<file path="src/hw/rtl/assert_macros.svh">
// assertion macros shared by the rtl files
// every macro expects clk and arst_n in the scope where it is used
`ifndef ASSERT_MACROS_SVH
`define ASSERT_MACROS_SVH

// antecedent implies consequent in the same cycle
`define ASSERT_IMPL(label, ante, cons) \
	label: assert property (@(posedge clk) disable iff (!arst_n) (ante) |-> (cons)) \
		else $error("assertion failed");

// antecedent implies consequent in the next cycle
`define ASSERT_NEXT(label, ante, cons) \
	label: assert property (@(posedge clk) disable iff (!arst_n) (ante) |=> (cons)) \
		else $error("assertion failed");

// condition holds at every clock edge out of reset
`define ASSERT_ALWAYS(label, cond) \
	label: assert property (@(posedge clk) disable iff (!arst_n) (cond)) \
		else $error("assertion failed");

`endif

</file>
<file path="src/hw/rtl/skf_pkg.sv">
// package for the steady-state kalman update core
// types, register indexes, reset values and default widths; no dependencies
package skf_pkg;

	localparam int DEF_FRAC_BITS   = 11;
	localparam int DEF_VALUE_WIDTH = 32;
	localparam int DEF_COEF_WIDTH  = 16;

	localparam int PORT_W  = 32;
	localparam int SLOT_W  = 16;
	localparam int REG_W   = 48;
	localparam int IDX_W   = 3;

	typedef enum logic [IDX_W-1:0] {
		REG_G_ROW0 = 3'd0,
		REG_G_ROW1 = 3'd1,
		REG_G_ROW2 = 3'd2,
		REG_C_ROW0 = 3'd3,
		REG_C_ROW1 = 3'd4,
		REG_K_COL0 = 3'd5,
		REG_K_COL1 = 3'd6
	} reg_idx_t;

	localparam logic [REG_W-1:0] RST_G_ROW0 = 48'd2023;
	localparam logic [REG_W-1:0] RST_G_ROW1 = 48'd134217728;
	localparam logic [REG_W-1:0] RST_G_ROW2 = 48'd8796103573501;
	localparam logic [REG_W-1:0] RST_C_ROW0 = 48'd63488;
	localparam logic [REG_W-1:0] RST_C_ROW1 = 48'd4160749568;
	localparam logic [REG_W-1:0] RST_K_COL0 = 48'd281234412537153;
	localparam logic [REG_W-1:0] RST_K_COL1 = 48'd390917520512;

	localparam logic ACT_LOAD   = 1'b0;
	localparam logic ACT_UPDATE = 1'b1;

	typedef enum logic [2:0] {
		ST_IDLE,
		ST_PRIOR,
		ST_INNOV,
		ST_CORR,
		ST_DONE
	} state_t;

	typedef struct packed {
		logic issue;
		logic first;
	} lane_ctl_t;

	typedef struct packed {
		logic take;
		logic load;
		logic cap_prior;
		logic cap_innov;
		logic cap_corr;
		logic emit;
	} mrg_ctl_t;

endpackage

</file>
<file path="src/hw/rtl/skf_lane.sv">
// one multiply-accumulate lane: registered product, accumulator, rounding
// depends on skf_pkg for the lane control struct
module skf_lane #(
	parameter int FRAC_BITS   = skf_pkg::DEF_FRAC_BITS,
	parameter int VALUE_WIDTH = skf_pkg::DEF_VALUE_WIDTH,
	parameter int COEF_WIDTH  = skf_pkg::DEF_COEF_WIDTH
) (
	input  logic                          clk,
	input  logic                          arst_n,
	input  skf_pkg::lane_ctl_t            ctl,
	input  logic signed [COEF_WIDTH-1:0]  coef,
	input  logic signed [VALUE_WIDTH-1:0] opnd,
	output logic signed [VALUE_WIDTH-1:0] rnd
);

	localparam int PROD_W = VALUE_WIDTH + COEF_WIDTH;
	localparam int ACC_W  = PROD_W + 2;
	localparam logic signed [ACC_W-1:0] HALF = ACC_W'(1) <<< (FRAC_BITS - 1);

	logic signed [PROD_W-1:0] prod_s1;
	logic                     vld_s1;
	logic                     first_s1;
	logic signed [ACC_W-1:0]  acc_q;
	logic signed [ACC_W-1:0]  biased;
	logic signed [ACC_W-1:0]  shifted;

	always_ff @(posedge clk or negedge arst_n) begin
		if (!arst_n) begin
			vld_s1   <= 1'b0;
			first_s1 <= 1'b0;
		end else begin
			vld_s1   <= ctl.issue;
			first_s1 <= ctl.first;
		end
	end

	always_ff @(posedge clk) begin
		if (ctl.issue) begin
			prod_s1 <= coef * opnd;
		end
		if (vld_s1) begin
			if (first_s1) begin
				acc_q <= ACC_W'(prod_s1);
			end else begin
				acc_q <= acc_q + ACC_W'(prod_s1);
			end
		end
	end

	// round half up, then wrap
	assign biased  = acc_q + HALF;
	assign shifted = biased >>> FRAC_BITS;
	assign rnd     = shifted[VALUE_WIDTH-1:0];

endmodule

</file>
<file path="config.mk">
export PLATFORM = sky130hd
export DESIGN_NAME = skf_lane
export DESIGN_NICKNAME = d
export VERILOG_FILES = /design/src/hw/rtl/assert_macros.svh /design/src/hw/rtl/skf_pkg.sv /design/src/hw/rtl/skf_lane.sv
export SDC_FILE = /design/constraint.sdc
export NUM_CORES = 2
export LEC_CHECK = 0
export ABC_AREA = 1
export BUFFER_PORTS_ARGS = -buffer_cell sky130_fd_sc_hd__buf_4
export CAP_MARGIN = 20
export CELL_PAD_IN_SITES_DETAIL_PLACEMENT = 0
export CELL_PAD_IN_SITES_GLOBAL_PLACEMENT = 2
export CORE_ASPECT_RATIO = 0.7
export CORE_MARGIN = 5
export CORE_UTILIZATION = 38
export DETAILED_ROUTE_END_ITERATION = 10
export PLACE_DENSITY = 0.87
export SYNTH_ARGS = -nofsm -noshare
export SYNTH_HDL_FRONTEND = slang
export SYNTH_SLANG_ARGS = --single-unit
export TNS_END_PERCENT = 5
</file>
<file path="constraint.sdc">
create_clock -name clk -period 3 [get_ports clk]
set_input_delay 0.3 -clock clk [delete_from_list [all_inputs] [get_ports clk]]
set_output_delay 0.3 -clock clk [all_outputs]
set_load 0.05 [all_outputs]
</file>
==> run_results.csv <==
group,metric,value,unit
synthesis,yosysTopAreaCell,"fa_1",
layout,antenna_cells,0,
critical_path,reg2reg_from,"prod_s1[0]",
sta,worst_slew_pin_slew,0.882,ns
cts,numCtsBuffers,9,
sta,relSlewSlack,41.1,%
floorplan,initial_core_util,38.4,%
synthesis,ys_types,43,
floorplan,dieArea,70800,µm²
synthesis,synth_area_leaders,"fa_1 36%, nand2_1 15%, inv_1 14%",
cts,clock-sinks,88,
layout,final_util,47.0,%
synthesis,synth_area,24900,µm²
cts,cts_root_buf,"clkbuf_16",
synthesis,synth-seq-cells,88,
critical_path,crit_path_max_incr_delay,0.58,ns
global_route,grt_pass1_vias,21786,
routing,vias,21612,
routing,via_per_inst,4.65,
layout,final-seq-area,2630,µm²
sta,rsz0062_at_grt,"yes",
cts,path_clk_slew,0.07,ns
critical_path,crit_slowest_cell,"fa_1",
global_route,grt_overflow,0,
cts,clk_latency,0.36,ns
critical_path,worst-endpoint-required,3.13,ns
global_route,grt_max_degree,50,
layout,drive_gt1_share,17.8,%
synthesis,synthFlopType,"edfxtp_1",
sta,timing_hold_violations_final,0,
synthesis,synth_fp_nets,4091,
critical_path,endpoint_kind,"flop",
critical_path,critical-path-top-delay-family,"adder cells",
routing,detail-route-antenna-nets,0,
sta,clock.fmax,185,MHz
floorplan,die_w,316,µm
synthesis,synth-edff-count,86,
synthesis,yosys_warnings,0,
global_route,grtUsageTotal,23.0,%
layout,mostFrequentLayoutCells,"966 x nand2_1, 943 x inv_1, 422 x fa_1",
routing,dr.pass1.iters,6,
hold_path,min_path_type,"in2reg",
synthesis,ys_async_sr_fraction,2.27,%
floorplan,num_io_pins,84,
layout,multi_input_area,19200,µm²
critical_path,arrival,5.53,ns
synthesis,syn_area_per_cell,7.23,µm²
critical_path,worst-path-max-fanout,19,
synthesis,yosysTopAreaCellShare,35.7,%
global_route,grt_pass1_wl,128000,µm
critical_path,cp-start-kind,"primary input",
routing,wl_per_cell,17.1,µm
hold_path,min-delay-start,"ctl[0]",
layout,final_common_cell,"nand2_1",
place,port_buffers,83,
synthesis,synth_cells,3444,
place,dpl.hpwl,69400,µm
critical_path,cp-startpoint,"coef[15]",
place,dpl_worst_slack,-2.90,ns
global_route,antenna_found_initial,1,
routing,first_iter_violations,1668,
sta,clock_skew,0.0109,ns
floorplan,core_area,64900,µm²
floorplan,die_y,224,µm
sta,finalWorstSetupSlack,-2.41,ns
routing,drcViolationCount,0,
critical_path,cp_num_buf_inv,11,
floorplan,rows,78,
sta,finalSetupViolations,38,
sta,fin_crit_sh,180,%
run_status,status,"finished, violations left",
place,postPlaceCellArea,29500,µm²
sta,drv_slew,0,
cts,cts.path.max_buffers,2,
cts,cts_tree,"done",
layout,fill_cells,6580,
job,drv_cap,0,
routing,drt-total-wl,79400,µm
cts,htree_levels,3,
layout,nNetsFinal,4412,
place,globalplace.congestion,0.908,
sta,layout_min_cycle_time,5.41,ns
layout,final_area,30500,µm²
run_status,violations,"setup timing",
layout,syn2layout_area_growth,22.4,%
critical_path,crit_type,"in2reg",
synthesis,yosysSeqAreaShare,10.6,%
[routing by layer]
metal	up-vias	track usage [%]	part of all wire, %
met5	-	0	0
met3	32	4.88	7.4
met2	606	31.5	38
met1	10357	38.3	54
met4	0	1.68	0.60
li1	10617	-	-
[through the flow]
stage / hold slack (ns) / setup TNS, ns / std cells
floorplan: 0.00441 / -70.82 / 3444
global placement: 0.0840 / -97.37 / 4630
detailed placement: 0.0856 / -97.35 / 4630
CTS: 0.0302 / -75.96 / 4648
global route: 0.0302 / -84.13 / 4649
finish: 0.0465 / -76.31 / 4649
[worst reg2reg max path: cells and delay by family, from the launching register on]
family,cells,cell delay (ns)
buf+inv,2,0.18
compound gates,1,0.18
flops,1,0.37
fa+ha+maj,2,0.71
simple gates,9,1.17
[cell type report]
type                    instances  area share [%]
multi-input cells            2283            63.1
inverters                     961            11.8
repair buffers                422            11.8
flip-flops and latches         88            8.64
well taps                     880            3.61
clock buffers                  10           0.751
clock inverters                 5           0.271
[state kept, by name, indices dropped and copies added (netlist names)]
register / cells
vld_s1: 1
first_s1: 1
acc_q: 43
prod_s1: 43
[cell usage after synthesis (all sizes together), types with 14 or more instances]
master and count:
xnor2 19, o21bai 14, nor2 206, edfxtp 86, inv 960, or2 20, nand4 27, fa 444
nand2 1012, nor3 24, a21oi 98, clkbuf 107, nand3 112, o21ai 63, xor2 50, ha 151
[cells by family (layout without fill, tap and decap cells)]
| kind of cell | Yosys count | count (layout) | synth area share [%] |
|---|---|---|---|
| AND/OR/NAND/NOR | 1421 | 1421 | 23.2 |
| buffers and inverters | 1073 | 1398 | 16.2 |
| adder cells (fa/ha/maj) | 595 | 595 | 43.3 |
| AO/OA/AOI/OAI | 198 | 198 | 4.34 |
| flip-flops | 88 | 88 | 10.6 |
| XOR/XNOR | 69 | 69 | 2.43 |
[final timing paths]
check,end,depth (start not counted),slack [ns]
max,prod_s1[29],25,-2.41
min in group asynchronous,first_s1,2,0.25
max in group asynchronous,vld_s1,2,2.65
min,first_s1,1,0.05
max reg2reg,acc_q[32],14,0.15
min reg2reg,acc_q[10],2,0.58
[repair_timing]
item | in CTS | in global routing
endpoints found under the hold margin | 2 | 0
hold buffers | 1 | 0
endpoints found under the setup margin | 38 | 39
pin swaps | 28 | 23
resized for setup | 105 | 52
setup buffers | 2 | 1
Power is left out: the tool's default activity adds up to more than one toggle a clock period on the data nets, which glitch-free logic cannot reach.
