`config.mk`:
```
export PLATFORM = sky130hd
export DESIGN_NAME = skf_merge
export DESIGN_NICKNAME = d
export VERILOG_FILES = /design/src/hw/rtl/skf_pkg.sv /design/src/hw/rtl/skf_merge.sv
export VERILOG_INCLUDE_DIRS = /design/src /design/src/hw/rtl
export SDC_FILE = /design/constraint.sdc
export NUM_CORES = 1
export LEC_CHECK = 0
export BUFFER_PORTS_ARGS = -buffer_cell sky130_fd_sc_hd__buf_2
export CAP_MARGIN = 5
export CELL_PAD_IN_SITES_DETAIL_PLACEMENT = 0
export CELL_PAD_IN_SITES_GLOBAL_PLACEMENT = 1
export CORE_AREA = 2 2 344 346
export CTS_BUF_LIST = sky130_fd_sc_hd__clkbuf_16
export DETAILED_ROUTE_END_ITERATION = 6
export DIE_AREA = 0 0 346 348
export MAX_ROUTING_LAYER = met4
export PLACE_DENSITY = 0.58
export SLEW_MARGIN = 20
export SYNTH_ARGS = -nofsm -noshare
export SYNTH_HDL_FRONTEND = slang
export SYNTH_SLANG_ARGS = --single-unit
```
`constraint.sdc`:
```
create_clock -name clk -period 4.1 [get_ports clk]
set_input_delay 0.82 -clock clk [delete_from_list [all_inputs] [get_ports clk]]
set_output_delay 0.82 -clock clk [all_outputs]
set_load 0.005 [all_outputs]
```
`src/hw/rtl/assert_macros.svh`:
```
// assertion macros shared by the rtl files
// every macro expects clk and arst_n in the scope where it is used
`ifndef ASSERT_MACROS_SVH
`define ASSERT_MACROS_SVH

// antecedent implies consequent in the same cycle
`define ASSERT_IMPL(label, ante, cons) \
	label: assert property (@(posedge clk) disable iff (!arst_n) (ante) |-> (cons)) \
		else $error("assertion failed");

// antecedent implies consequent in the next cycle
`define ASSERT_NEXT(label, ante, cons) \
	label: assert property (@(posedge clk) disable iff (!arst_n) (ante) |=> (cons)) \
		else $error("assertion failed");

// condition holds at every clock edge out of reset
`define ASSERT_ALWAYS(label, cond) \
	label: assert property (@(posedge clk) disable iff (!arst_n) (cond)) \
		else $error("assertion failed");

`endif

```
`src/hw/rtl/skf_pkg.sv`:
```
// package for the steady-state kalman update core
// types, register indexes, reset values and default widths; no dependencies
package skf_pkg;

	localparam int DEF_FRAC_BITS   = 11;
	localparam int DEF_VALUE_WIDTH = 32;
	localparam int DEF_COEF_WIDTH  = 16;

	localparam int PORT_W  = 32;
	localparam int SLOT_W  = 16;
	localparam int REG_W   = 48;
	localparam int IDX_W   = 3;

	typedef enum logic [IDX_W-1:0] {
		REG_G_ROW0 = 3'd0,
		REG_G_ROW1 = 3'd1,
		REG_G_ROW2 = 3'd2,
		REG_C_ROW0 = 3'd3,
		REG_C_ROW1 = 3'd4,
		REG_K_COL0 = 3'd5,
		REG_K_COL1 = 3'd6
	} reg_idx_t;

	localparam logic [REG_W-1:0] RST_G_ROW0 = 48'd2023;
	localparam logic [REG_W-1:0] RST_G_ROW1 = 48'd134217728;
	localparam logic [REG_W-1:0] RST_G_ROW2 = 48'd8796103573501;
	localparam logic [REG_W-1:0] RST_C_ROW0 = 48'd63488;
	localparam logic [REG_W-1:0] RST_C_ROW1 = 48'd4160749568;
	localparam logic [REG_W-1:0] RST_K_COL0 = 48'd281234412537153;
	localparam logic [REG_W-1:0] RST_K_COL1 = 48'd390917520512;

	localparam logic ACT_LOAD   = 1'b0;
	localparam logic ACT_UPDATE = 1'b1;

	typedef enum logic [2:0] {
		ST_IDLE,
		ST_PRIOR,
		ST_INNOV,
		ST_CORR,
		ST_DONE
	} state_t;

	typedef struct packed {
		logic issue;
		logic first;
	} lane_ctl_t;

	typedef struct packed {
		logic take;
		logic load;
		logic cap_prior;
		logic cap_innov;
		logic cap_corr;
		logic emit;
	} mrg_ctl_t;

endpackage

```
`src/hw/rtl/skf_merge.sv`:
```
// merging stage: gathers lane results, vector adds, estimate store, output register
// depends on skf_pkg and assert_macros.svh
`include "assert_macros.svh"

module skf_merge #(
	parameter int VALUE_WIDTH = skf_pkg::DEF_VALUE_WIDTH
) (
	input  logic                          clk,
	input  logic                          arst_n,
	input  skf_pkg::mrg_ctl_t             ctl,
	input  logic signed [VALUE_WIDTH-1:0] lane_rnd [3],
	input  logic signed [VALUE_WIDTH-1:0] est_in [3],
	input  logic signed [VALUE_WIDTH-1:0] meas_in [2],
	output logic signed [VALUE_WIDTH-1:0] est [3],
	output logic signed [VALUE_WIDTH-1:0] prior [3],
	output logic signed [VALUE_WIDTH-1:0] innov [2],
	input  logic                          out_stall,
	output logic                          out_valid,
	output logic signed [VALUE_WIDTH-1:0] o_prior [3],
	output logic signed [VALUE_WIDTH-1:0] o_innov [2],
	output logic signed [VALUE_WIDTH-1:0] o_corr [3],
	output logic signed [VALUE_WIDTH-1:0] o_post [3]
);

	logic signed [VALUE_WIDTH-1:0] est_q [3];
	logic signed [VALUE_WIDTH-1:0] prior_q [3];
	logic signed [VALUE_WIDTH-1:0] innov_q [2];
	logic signed [VALUE_WIDTH-1:0] corr_q [3];
	logic signed [VALUE_WIDTH-1:0] meas_q [2];
	logic signed [VALUE_WIDTH-1:0] post_c [3];
	logic                          load_q;
	logic                          out_valid_q;

	always_comb begin
		for (int i = 0; i < 3; i++) begin
			post_c[i] = load_q ? est_q[i] : prior_q[i] + corr_q[i];
		end
	end

	always_ff @(posedge clk or negedge arst_n) begin
		if (!arst_n) begin
			for (int i = 0; i < 3; i++) begin
				est_q[i] <= '0;
			end
			load_q      <= 1'b0;
			out_valid_q <= 1'b0;
		end else begin
			if (ctl.take) begin
				load_q <= ctl.load;
				if (ctl.load) begin
					est_q <= est_in;
				end
			end
			if (ctl.emit) begin
				est_q       <= post_c;
				out_valid_q <= 1'b1;
			end else if (!out_stall) begin
				out_valid_q <= 1'b0;
			end
		end
	end

	always_ff @(posedge clk) begin
		if (ctl.take) begin
			meas_q <= meas_in;
			if (ctl.load) begin
				for (int i = 0; i < 3; i++) begin
					prior_q[i] <= '0;
					corr_q[i]  <= '0;
				end
				innov_q[0] <= '0;
				innov_q[1] <= '0;
			end
		end
		if (ctl.cap_prior) begin
			prior_q <= lane_rnd;
		end
		if (ctl.cap_innov) begin
			innov_q[0] <= meas_q[0] + lane_rnd[0];
			innov_q[1] <= meas_q[1] + lane_rnd[1];
		end
		if (ctl.cap_corr) begin
			corr_q <= lane_rnd;
		end
		if (ctl.emit) begin
			o_prior <= prior_q;
			o_innov <= innov_q;
			o_corr  <= corr_q;
			o_post  <= post_c;
		end
	end

	assign est       = est_q;
	assign prior     = prior_q;
	assign innov     = innov_q;
	assign out_valid = out_valid_q;

	`ASSERT_ALWAYS(a_ctl_excl, ($onehot0({ctl.take, ctl.cap_prior, ctl.cap_innov, ctl.cap_corr, ctl.emit})))
	`ASSERT_IMPL(a_emit_free, ctl.emit, (!out_valid_q || !out_stall))

endmodule

```
==> results.py <==
metrics = {
    "sta": {
        "setup_violations": 0,
        "slew_headroom_pct": 36.2,
        "drv_slew": 0,
        "clock_skew_ns": 0.0165,
        "fmax_mhz": 265,
        "min_period_over_period_pct": 91.9,
        "worst_pin_slew_ns": 0.957,
        "finalCriticalPeriod_ns": 3.77,
        "hold_ws_ns": 0.227,
        "finalHoldViolations": 0,
        "grt_setup_unrepaired": "false",
        "setup_slack_ns": 0.330,
    },
    "layout": {
        "drive_gt1_share_pct": 30.2,
        "area_growth_pct": 26.6,
        "fillers": 11637,
        "num-nets-final": 3993,
        "multiInputGateArea_mm2": 0.0119,
        "ff_latch_area_mm2": 0.0226,
    },
    "yosys": {
        "synth.largest_area_cell": "edfxtp_1",
        "ys_seq_elements": 770,
        "ys_seq_area_share_pct": 64.6,
        "synth_most_common_cell": "edfxtp_1",
        "syn_inst": 2664,
        "syn_nets": 3089,
        "avgSynthCellArea_um2": 13.1,
        "ys_warn_count": 0,
        "synth_edf_count": 672,
        "syn_area_mm2": 0.0350,
        "yosysTopAreaCellShare_pct": 57.6,
        "synth-main-ff-cell": "edfxtp_1",
        "synthTopCellsByCount": "edfxtp_1 (672), nand2_1 (246), and2_1 (208), o21ai_0 (181), ha_1 (155)",
        "ys_top_cells_by_area": "edfxtp_1 (58%), dfrtp_1 (7.0%), ha_1 (5.5%)",
        "synthArstFlopShare_pct": 12.7,
        "synth_cell_types": 80,
    },
    "power_and_ir_drop": {
        "p_leak_nw": 19.0,
        "power_density_mw_per_mm2": 526,
        "vdd_drop_max_v": 0.000409,
        "total_power_w": 0.0233,
    },
    "detailed_routing": {
        "vias": 25114,
        "wl_per_cell_um": 24.9,
        "vias_per_cell": 4.83,
        "ant_nets": 0,
        "dr.first_iter.drc_count": 1759,
        "drt-pass1-iter-count": 5,
        "drc": 0,
        "wl_mm": 129,
    },
    "floorplanning": {
        "io_pins": 874,
        "die_h_um": 348,
        "initial_core_util_pct": 29.9,
        "core_mm2": 0.117,
        "chipWidth_um": 346,
        "die-area_mm2": 0.120,
        "num_rows": 126,
    },
    "worst_setup_path": {
        "path_class": "reg2reg",
        "crit_chain": "ha_1 > fa_1 > a211o_1 > a21oi_1 > and4b_1 > o31ai_2 > nor2_1 > nor3_1 > xor2_1 > o21ai_1 > a21o_1",
        "crit_buf_inv": 0,
        "slowest_delay_ns": 0.50,
        "worstPathRequired_ns": 4.66,
        "crit_path_top_delay_cell": "o31ai_2",
        "crit_path_start": "prior[32]",
        "cp-start-kind": "flip-flop",
        "r2r-start": "prior[32]",
        "worstPathArrival_ns": 4.33,
        "end_kind": "flip-flop",
        "crit_family": "compound AO/OA/AOI/OAI gates",
        "worstPathMaxFanout": 4,
    },
    "grt": {
        "grt_pass1_vias": 25068,
        "antenna_found_initial": 32,
        "grt-ovfl-total": 0,
        "grt_use_total_pct": 21.5,
        "grt_max_degree": 173,
        "grt_first_pass_wirelength_mm": 182,
    },
    "clock_network": {
        "clock-sinks": 770,
        "cts_buffers": 89,
        "cts_root_buf": "clkbuf_16",
        "htreeDepth": 3,
        "clkSlewWorstSetupHoldPaths_ns": 0.06,
        "clk_latency_ns": 0.66,
        "cts_buffer_depth": 3,
        "cts_tree": "built",
        "postCtsSetupRepairBufs": 0,
    },
    "outcome": {
        "status": "finished, final reports clean",
    },
    "placement": {
        "portBuffers": 873,
        "dp_worst_setup_slack_ns": 0.0941,
        "gp_congestion": 0.902,
        "dpl.hpwl_mm": 97.6,
    },
    "min_path": {
        "hold_class": "in2async",
    },
    "job": {
        "drv_cap": 0,
    },
}
worst paths after layout:
kind                                    end  slack (ns)  cells past startpoint
worst max register to register      est[54]        0.33                     11
worst min-delay path                 est[7]        0.23                      1
max in group asynchronous           est[91]        3.03                      2
worst max-delay path                est[54]        0.33                     11
min in group clk                 meas_q[25]        0.33                      1
worst min register to register  o_innov[14]        0.43                      0
sequential cells by signal, indices dropped and copies added (netlist names):
name / cells
out_valid: 1
o_post: 96
load_q: 1
est: 96
prior: 96
meas_q: 64
innov: 64
o_prior: 96
o_corr: 96
o_innov: 64
corr_q: 96
worst register-to-register path: cells and delay by family, from the launching register on:
family / cells / cell delay, ns
compound gates: 5 / 1.51
fa+ha+maj: 2 / 0.71
simple gates: 3 / 0.68
flops: 1 / 0.41
xor+xnor: 1 / 0.37
through the flow:
step	cell area, um^2	cells	TNS (ns)	utilization, %
after global routing	44300	5196	0	37.9
after CTS	44300	5179	0	37.9
after floorplan	35000	2664	-43.41	-
final	44300	5202	0	37.9
after detailed placement	41400	5013	0	35.4
after global placement	41400	5013	0	35.4
metal layers:
| layer | routed length (um) | part of all wire (%) | track usage (%) | vias up |
|---|---|---|---|---|
| met2 | 62900 | 49 | 35.2 | 824 |
| met4 | 3380 | 2.6 | 6.47 | 0 |
| met5 | 0 | 0 | - | - |
| met3 | 8310 | 6.4 | 4.92 | 157 |
| met1 | 54900 | 42 | 26.5 | 12312 |
| li1 | - | - | - | 11821 |
cells by family (layout without fill, tap and decap cells):
logic type / after synthesis / after routing / synth area share (%)
muxes: 84 / 84 / 2.50
buffers and inverters: 132 / 1111 / 1.44
DFF: 770 / 770 / 64.6
AOI/OAI and AO/OA: 653 / 653 / 11.9
other: 0 / 23 / 0
xor gates and xnor gates: 131 / 131 / 3.28
and+or+nand+nor: 734 / 734 / 10.4
adders and majority gates: 160 / 160 / 5.83
what timing repair did:
action	CTS	global route
endpoints found under the setup margin	0	1
hold buffers	0	0
hold endpoints to repair	0	0
gates resized for setup	0	1
power breakdown:
part	internal [W]	switching [W]	leakage, nW
Sequential	0.00977	0.000640	7.95
Clock	0.00461	0.00337	1.50
Combinational	0.00196	0.00296	9.57
area by class of cell:
class | instances | share of cell area, %
repair buffers | 914 | 10.8
clock buffers | 91 | 5.14
clock inverters | 75 | 1.39
inverters | 31 | 0.262
well taps | 1536 | 4.33
diodes | 23 | 0.130
multi-input cells | 1762 | 26.9
flip-flops and latches | 770 | 51.0
cell usage in the layout, fill, tap and decap left out, drive strengths merged, types with 8 or more instances in the layout:
cell type    n
a2111oi      9
a211oi      32
a21boi       9
a21o       109
a21oi      149
a311oi       8
a31oi       15
and2       208
and3        26
buf        914
bufinv       9
clkbuf      91
clkinv      34
dfrtp       98
diode       23
edfxtp     672
ha         155
inv         61
mux2        27
mux2i       57
nand2      246
nand2b      18
nand3       54
nand4       14
nor2       106
nor2b       16
nor3        23
nor3b        8
o211ai      12
o21a         9
o21ai      206
o21bai      22
o22ai       13
o31ai       12
xnor2       68
xor2        63
(Power assumes the default switching activity.)
